--- config.mk ---
export PLATFORM = sky130hd
export DESIGN_NAME = ietacc_seq
export DESIGN_NICKNAME = d
export VERILOG_FILES = /design/src/rtl/core/ietacc_pkg.sv /design/src/rtl/core/ietacc_seq.sv
export SDC_FILE = /design/constraint.sdc
export NUM_CORES = 1
export LEC_CHECK = 0
export BUFFER_PORTS_ARGS = -buffer_cell sky130_fd_sc_hd__buf_2
export CORE_ASPECT_RATIO = 0.7
export CORE_UTILIZATION = 32
export DETAILED_ROUTE_END_ITERATION = 10
export PLACE_DENSITY = 0.67
export SLEW_MARGIN = 0
export SYNTH_ARGS = -nofsm -noshare
export SYNTH_HDL_FRONTEND = slang
export SYNTH_SLANG_ARGS = --single-unit
export TNS_END_PERCENT = 50
--- constraint.sdc ---
create_clock -name vclk -period 4.3
set_input_delay 0 -clock vclk [all_inputs]
set_output_delay 0 -clock vclk [all_outputs]
set_load 0.02 [all_outputs]
--- src/rtl/core/ietacc_pkg.sv ---
// shared types and constants of the ion event tally accumulator
package ietacc_pkg;

    localparam int NUM_TALLIES = 17;
    localparam int DELTA_W     = 35;
    localparam int PAIR_W      = 20;
    localparam int NUM_REGS    = 8;

    localparam logic [2:0] MODE_CROSS   = 3'd0;
    localparam logic [2:0] MODE_REPLACE = 3'd1;
    localparam logic [2:0] MODE_STOP    = 3'd2;
    localparam logic [2:0] MODE_EXIT    = 3'd3;
    localparam logic [2:0] MODE_CASCADE = 3'd4;
    localparam logic [2:0] MODE_READ    = 3'd5;

    localparam logic [4:0] T_VAC      = 5'd0;
    localparam logic [4:0] T_IMP      = 5'd1;
    localparam logic [4:0] T_REPL     = 5'd2;
    localparam logic [4:0] T_DISP     = 5'd3;
    localparam logic [4:0] T_IONIZ    = 5'd4;
    localparam logic [4:0] T_LATT     = 5'd5;
    localparam logic [4:0] T_STORED   = 5'd6;
    localparam logic [4:0] T_ELOST    = 5'd7;
    localparam logic [4:0] T_PKA      = 5'd8;
    localparam logic [4:0] T_EPKA     = 5'd9;
    localparam logic [4:0] T_TDAM     = 5'd10;
    localparam logic [4:0] T_TDAM_LSS = 5'd11;
    localparam logic [4:0] T_VNRT     = 5'd12;
    localparam logic [4:0] T_VNRT_LSS = 5'd13;
    localparam logic [4:0] T_PATH     = 5'd14;
    localparam logic [4:0] T_COLL     = 5'd15;
    localparam logic [4:0] T_CLOST    = 5'd16;

    typedef struct packed {
        logic [2:0]  mode;
        logic [2:0]  species;
        logic [9:0]  cell_now;
        logic [9:0]  cell_before;
        logic [9:0]  cell_start;
        logic        is_recoil;
        logic [4:0]  aux_index;
        logic [31:0] value_a;
        logic [31:0] value_b;
        logic [31:0] value_c;
        logic [31:0] value_d;
        logic [31:0] value_e;
    } in_item_t;

    typedef struct packed {
        logic signed [47:0] tally_value;
        logic               saturated;
    } out_item_t;

    // one tally update of an event
    typedef struct packed {
        logic [4:0]                tally;
        logic [4:0]                species;
        logic [9:0]                cell_idx;
        logic signed [DELTA_W-1:0] delta;
        logic                      last;
    } upd_op_t;

endpackage

--- src/rtl/core/ietacc_seq.sv ---
// event decoder: gives the tally update for each step of an event
module ietacc_seq (
    input  ietacc_pkg::in_item_t item,
    input  logic [18:0]          half,
    input  logic [3:0]           step,
    output ietacc_pkg::upd_op_t  op
);

    logic [3:0]                           j;
    logic [3:0]                           count;
    logic [3:0]                           pre;
    logic signed [ietacc_pkg::DELTA_W-1:0] da, db, dc, dd, de, dec, dh, one;
    logic [4:0]                           s5;

    always_comb
    begin
        da  = ietacc_pkg::DELTA_W'({1'b0, item.value_a});
        db  = ietacc_pkg::DELTA_W'({1'b0, item.value_b});
        dc  = ietacc_pkg::DELTA_W'({1'b0, item.value_c});
        dd  = ietacc_pkg::DELTA_W'({1'b0, item.value_d});
        de  = ietacc_pkg::DELTA_W'({1'b0, item.value_e});
        dec = de + dc;
        dh  = ietacc_pkg::DELTA_W'({1'b0, half});
        one = ietacc_pkg::DELTA_W'(1);
        s5  = {2'b00, item.species};

        pre   = (item.mode == ietacc_pkg::MODE_REPLACE) ? 4'd4 : 4'd1;
        count = 4'd1;
        unique case (item.mode)
            ietacc_pkg::MODE_CROSS:   count = 4'd4;
            ietacc_pkg::MODE_REPLACE: count = item.is_recoil ? 4'd12 : 4'd8;
            ietacc_pkg::MODE_STOP:    count = item.is_recoil ? 4'd9 : 4'd5;
            ietacc_pkg::MODE_EXIT:    count = item.is_recoil ? 4'd10 : 4'd6;
            ietacc_pkg::MODE_CASCADE: count = 4'd6;
            default:                  count = 4'd1;
        endcase

        // without a recoil the recoil group is skipped
        j = step;
        if (!item.is_recoil && step >= pre &&
            (item.mode == ietacc_pkg::MODE_REPLACE || item.mode == ietacc_pkg::MODE_STOP ||
             item.mode == ietacc_pkg::MODE_EXIT))
        begin
            j = step + 4'd4;
        end

        op.tally    = ietacc_pkg::T_COLL;
        op.species  = s5;
        op.cell_idx = item.cell_now;
        op.delta    = '0;
        op.last     = (step == count - 4'd1);

        // recoil group: three updates at the start cell, the last at the current cell
        if (item.mode != ietacc_pkg::MODE_CROSS && item.mode != ietacc_pkg::MODE_CASCADE &&
            item.mode != ietacc_pkg::MODE_READ && j >= pre && j < pre + 4'd4)
        begin
            unique case (j - pre)
                4'd0:
                begin
                    op.tally    = ietacc_pkg::T_DISP;
                    op.cell_idx = item.cell_start;
                    op.delta    = one;
                end
                4'd1:
                begin
                    op.tally    = ietacc_pkg::T_VAC;
                    op.cell_idx = item.cell_start;
                    op.delta    = one;
                end
                4'd2:
                begin
                    op.tally    = ietacc_pkg::T_STORED;
                    op.cell_idx = item.cell_start;
                    op.delta    = dh;
                end
                default:
                begin
                    op.tally = (item.mode == ietacc_pkg::MODE_STOP) ?
                               ietacc_pkg::T_STORED : ietacc_pkg::T_LATT;
                    op.delta = dh;
                end
            endcase
        end
        else
        begin
            unique case (item.mode)
                ietacc_pkg::MODE_CROSS:
                begin
                    op.cell_idx = item.cell_before;
                    unique case (j)
                        4'd0:
                        begin
                            op.tally = ietacc_pkg::T_COLL;
                            op.delta = da;
                        end
                        4'd1:
                        begin
                            op.tally = ietacc_pkg::T_PATH;
                            op.delta = db;
                        end
                        4'd2:
                        begin
                            op.tally = ietacc_pkg::T_LATT;
                            op.delta = dc;
                        end
                        default:
                        begin
                            op.tally = ietacc_pkg::T_IONIZ;
                            op.delta = dd;
                        end
                    endcase
                end
                ietacc_pkg::MODE_REPLACE, ietacc_pkg::MODE_STOP:
                begin
                    unique case (j)
                        4'd0:
                        begin
                            op.tally = (item.mode == ietacc_pkg::MODE_STOP) ?
                                       ietacc_pkg::T_IMP : ietacc_pkg::T_REPL;
                            op.delta = one;
                        end
                        4'd1:
                        begin
                            op.tally   = ietacc_pkg::T_VAC;
                            op.species = item.aux_index;
                            op.delta   = -one;
                        end
                        4'd2:
                        begin
                            op.tally   = ietacc_pkg::T_STORED;
                            op.species = item.aux_index;
                            op.delta   = -dh;
                        end
                        4'd3:
                        begin
                            op.tally   = ietacc_pkg::T_LATT;
                            op.species = item.aux_index;
                            op.delta   = dh;
                        end
                        default:
                        begin
                            unique case (j - pre - 4'd4)
                                4'd0:
                                begin
                                    op.tally = ietacc_pkg::T_COLL;
                                    op.delta = da;
                                end
                                4'd1:
                                begin
                                    op.tally = ietacc_pkg::T_PATH;
                                    op.delta = db;
                                end
                                4'd2:
                                begin
                                    op.tally = ietacc_pkg::T_IONIZ;
                                    op.delta = dd;
                                end
                                default:
                                begin
                                    op.tally = ietacc_pkg::T_LATT;
                                    op.delta = dec;
                                end
                            endcase
                        end
                    endcase
                end
                ietacc_pkg::MODE_EXIT:
                begin
                    op.cell_idx = item.cell_before;
                    if (j == 4'd0)
                    begin
                        op.tally = ietacc_pkg::T_CLOST;
                        op.delta = one;
                    end
                    else
                    begin
                        unique case (j - 4'd5)
                            4'd0:
                            begin
                                op.tally = ietacc_pkg::T_COLL;
                                op.delta = da;
                            end
                            4'd1:
                            begin
                                op.tally = ietacc_pkg::T_PATH;
                                op.delta = db;
                            end
                            4'd2:
                            begin
                                op.tally = ietacc_pkg::T_IONIZ;
                                op.delta = dd;
                            end
                            4'd3:
                            begin
                                op.tally = ietacc_pkg::T_LATT;
                                op.delta = dc;
                            end
                            default:
                            begin
                                op.tally = ietacc_pkg::T_ELOST;
                                op.delta = de;
                            end
                        endcase
                    end
                end
                ietacc_pkg::MODE_CASCADE:
                begin
                    unique case (j)
                        4'd0:
                        begin
                            op.tally = ietacc_pkg::T_PKA;
                            op.delta = one;
                        end
                        4'd1:
                        begin
                            op.tally = ietacc_pkg::T_EPKA;
                            op.delta = da;
                        end
                        4'd2:
                        begin
                            op.tally = ietacc_pkg::T_TDAM_LSS;
                            op.delta = db;
                        end
                        4'd3:
                        begin
                            op.tally = ietacc_pkg::T_VNRT_LSS;
                            op.delta = dc;
                        end
                        4'd4:
                        begin
                            op.tally = ietacc_pkg::T_TDAM;
                            op.delta = dd;
                        end
                        default:
                        begin
                            op.tally = ietacc_pkg::T_VNRT;
                            op.delta = de;
                        end
                    endcase
                end
                default:
                begin
                    op.tally = item.aux_index;
                end
            endcase
        end
    end

endmodule

==> impl_metrics.ini <==
[yosys]
ys_seq_area_share_pct = 0
synth_area_um2 = 8450
ys_top_cells_by_area = a21oi_1 (9.1%), mux4_2 (8.5%), mux2i_1 (7.8%), ha_1 (5.9%), o21ai_0 (5.9%)
synthTopCellsByCount = a21oi_1 (153), nand2_1 (101), o21ai_0 (100)
yosys_warnings = 0
synth_most_common_cell = a21oi_1
synth_cell_types = 89
netlist_instances = 1244
syn_nets = 1510
synth_top_area_cell = a21oi_1
syn_area_per_cell_um2 = 6.79
netlist.area_leader.share_pct = 9.06

[global_route]
antenna_found_initial = 3
grt_most_used_layer = met2
grt_pass1_wl_um = 67400
met1_usage_pct = 45.3
use_met3_pct = 10.2
overflow = 0
grt_max_degree = 160
met2_usage_pct = 47.5
first_global_vias = 11064
grtUsageTotal_pct = 32.3

[die]
core_um2 = 25800
fp.dieH_um = 138
num_rows = 49
dieArea_um2 = 27100
start_util_pct = 32.7
io_pins = 281
die_x_um = 196

[layout]
final_layout_size_suffix_gt1_share_pct = 29.0
ff_latch_area_um2 = 0
nNetsFinal = 1740
n_clock_buffer = 0
area_growth_syn_to_layout_pct = 23.5
n_fill_cell = 2747
design.seq.count = 0
stdcell_count = 1830

[sta]
rsz0062_at_grt = no
tns_ps = 0
timing.fmax_ghz = 0.234
report.final.slew_viol_count = 0
setup_viol = 0
worst_slew_pin_slew_ps = 1050
min_period_ps = 4270
finalCritPeriodShare_pct = 99.2
finalHoldViolCount = 0
slew_headroom_pct = 30.0

[placed_design]
routabilityCongestion = 0.999
dp.cells = 1829
hpwl_um = 34400
port-buffer-count = 281

[critical_path]
critPathBufInv = 5
crit_path_start_kind = input pin
max_stage_delay_ps = 530
crit_path_end_kind = primary output
criticalPathCategory = input pin to primary output
cpLargestDelayFamily = compound AO/OA/AOI/OAI gates
cp.required_ps = 4300
cp_slowest_cell = and2_1
critPathArrivalTime_ps = 4270
worstPathCellList = buf_2 > inv_1 > or3_4 > ha_1 > buf_4 > nor2b_1 > o21ai_2 > a21oi_2 > xnor2_2 > and2_1 > buf_4 > a21oi_1 > o21ai_0 > a221o_1 > buf_2
critPathMaxFanout = 14

[pwr]
irDropWorstVdd_v = 0.000131
p_leak_nw = 4.30
cellPowerDensity_nw_per_um2 = 160

[clock_network]
post-cts-setup-buffer-count = 0
hold_buffers = 0

[route]
drc_errors = 0
drt_iter0_drc = 1626
ant_nets = 0
wl_um = 46000
wl_per_cell_um = 25.1
detail_route.vias_per_cell = 6.76
vias = 12373
drt_pass1_iterations = 9

[status]
status = complete, no violations

[hold_path]
hold_class = input pin to primary output

[job]
drv_cap = 0
==> layer usage <==
metal  share of wire (%)  up-vias
met1                  41     5760
met2                  40     1062
li1                    -     5423
met5               0.087        -
met3                  16      122
met4                 2.8        6
==> layout by cell type (no fill, tap or decap), types with 17 or more instances in the layout <==
| master | Yosys | routed |
|---|---|---|
| xnor2_1 | 20 | 19 |
| o311ai_0 | 17 | 17 |
| a22oi_1 | 28 | 28 |
| a221o_1 | 21 | 21 |
| a211oi_1 | 23 | 23 |
| o211ai_1 | 18 | 18 |
| mux4_2 | 32 | 32 |
| nor3_1 | 42 | 42 |
| a21oi_1 | 153 | 153 |
| mux2i_1 | 66 | 66 |
| a31oi_1 | 21 | 20 |
| a21o_1 | 21 | 21 |
| nor2_1 | 88 | 88 |
| o21ai_0 | 100 | 100 |
| a221oi_1 | 30 | 30 |
| nand3_1 | 46 | 45 |
| o22ai_1 | 20 | 20 |
| buf_2 | 41 | 279 |
| nand2_1 | 101 | 100 |
| ha_1 | 40 | 40 |
| buf_4 | 1 | 60 |
==> power breakdown <==
group | switching [mW] | internal [mW]
registers | 0 | 0
clock network | 0 | 0.0000000313
logic | 1.04 | 0.631
==> area by class of cell <==
| cell class | instances | area (um^2) | area share, % |
|---|---|---|---|
| multi-input cells | 1107 | 7920 | 75.9 |
| well taps | 357 | 447 | 4.28 |
| diodes | 1 | 2.50 | 0.0240 |
| inverters | 18 | 67.6 | 0.647 |
| repair buffers | 347 | 2000 | 19.1 |
==> worst paths after layout <==
path	startpoint	end	slack [ps]	cells past startpoint
worst max-delay path	item[199]	op[2]	30	15
worst min-delay path	item[195]	op[45]	310	3
==> repair_timing <==
item                                    in CTS  in global routing
hold endpoints to repair                     0                  0
gates resized for setup                      0                  9
endpoints found under the setup margin       0                 37
==> kinds of logic (layout without fill, tap and decap cells) <==
family          after synthesis  after routing  share of synthesized area [%]
xor+xnor                     35             35                           3.72
mux                         105            105                           17.3
simple gates                359            359                           20.5
other cells                   0              1                              0
buf+inv                     137            365                           6.99
fa+ha+maj                    42             42                           6.28
compound gates              566            566                           45.2
==> per-stage QoR <==
step / worst slack, ps / power, mW / util, % / hold slack, ps / instance area [um^2]
2_1_floorplan: 28.8 / 0.986 / - / 183 / 8450
3_5_place_dp: 109 / 1.60 / 40.3 / 313 / 10400
4_1_cts: 65.3 / 1.60 / 40.3 / 314 / 10400
5_1_grt: 16.2 / 1.77 / 40.4 / 335 / 10400
3_3_place_gp: 99.7 / 1.59 / 40.3 / 313 / 10400
6_report: 33.4 / 1.67 / 40.4 / 314 / 10400
Note: power is estimated with default switching activity, not from simulation.
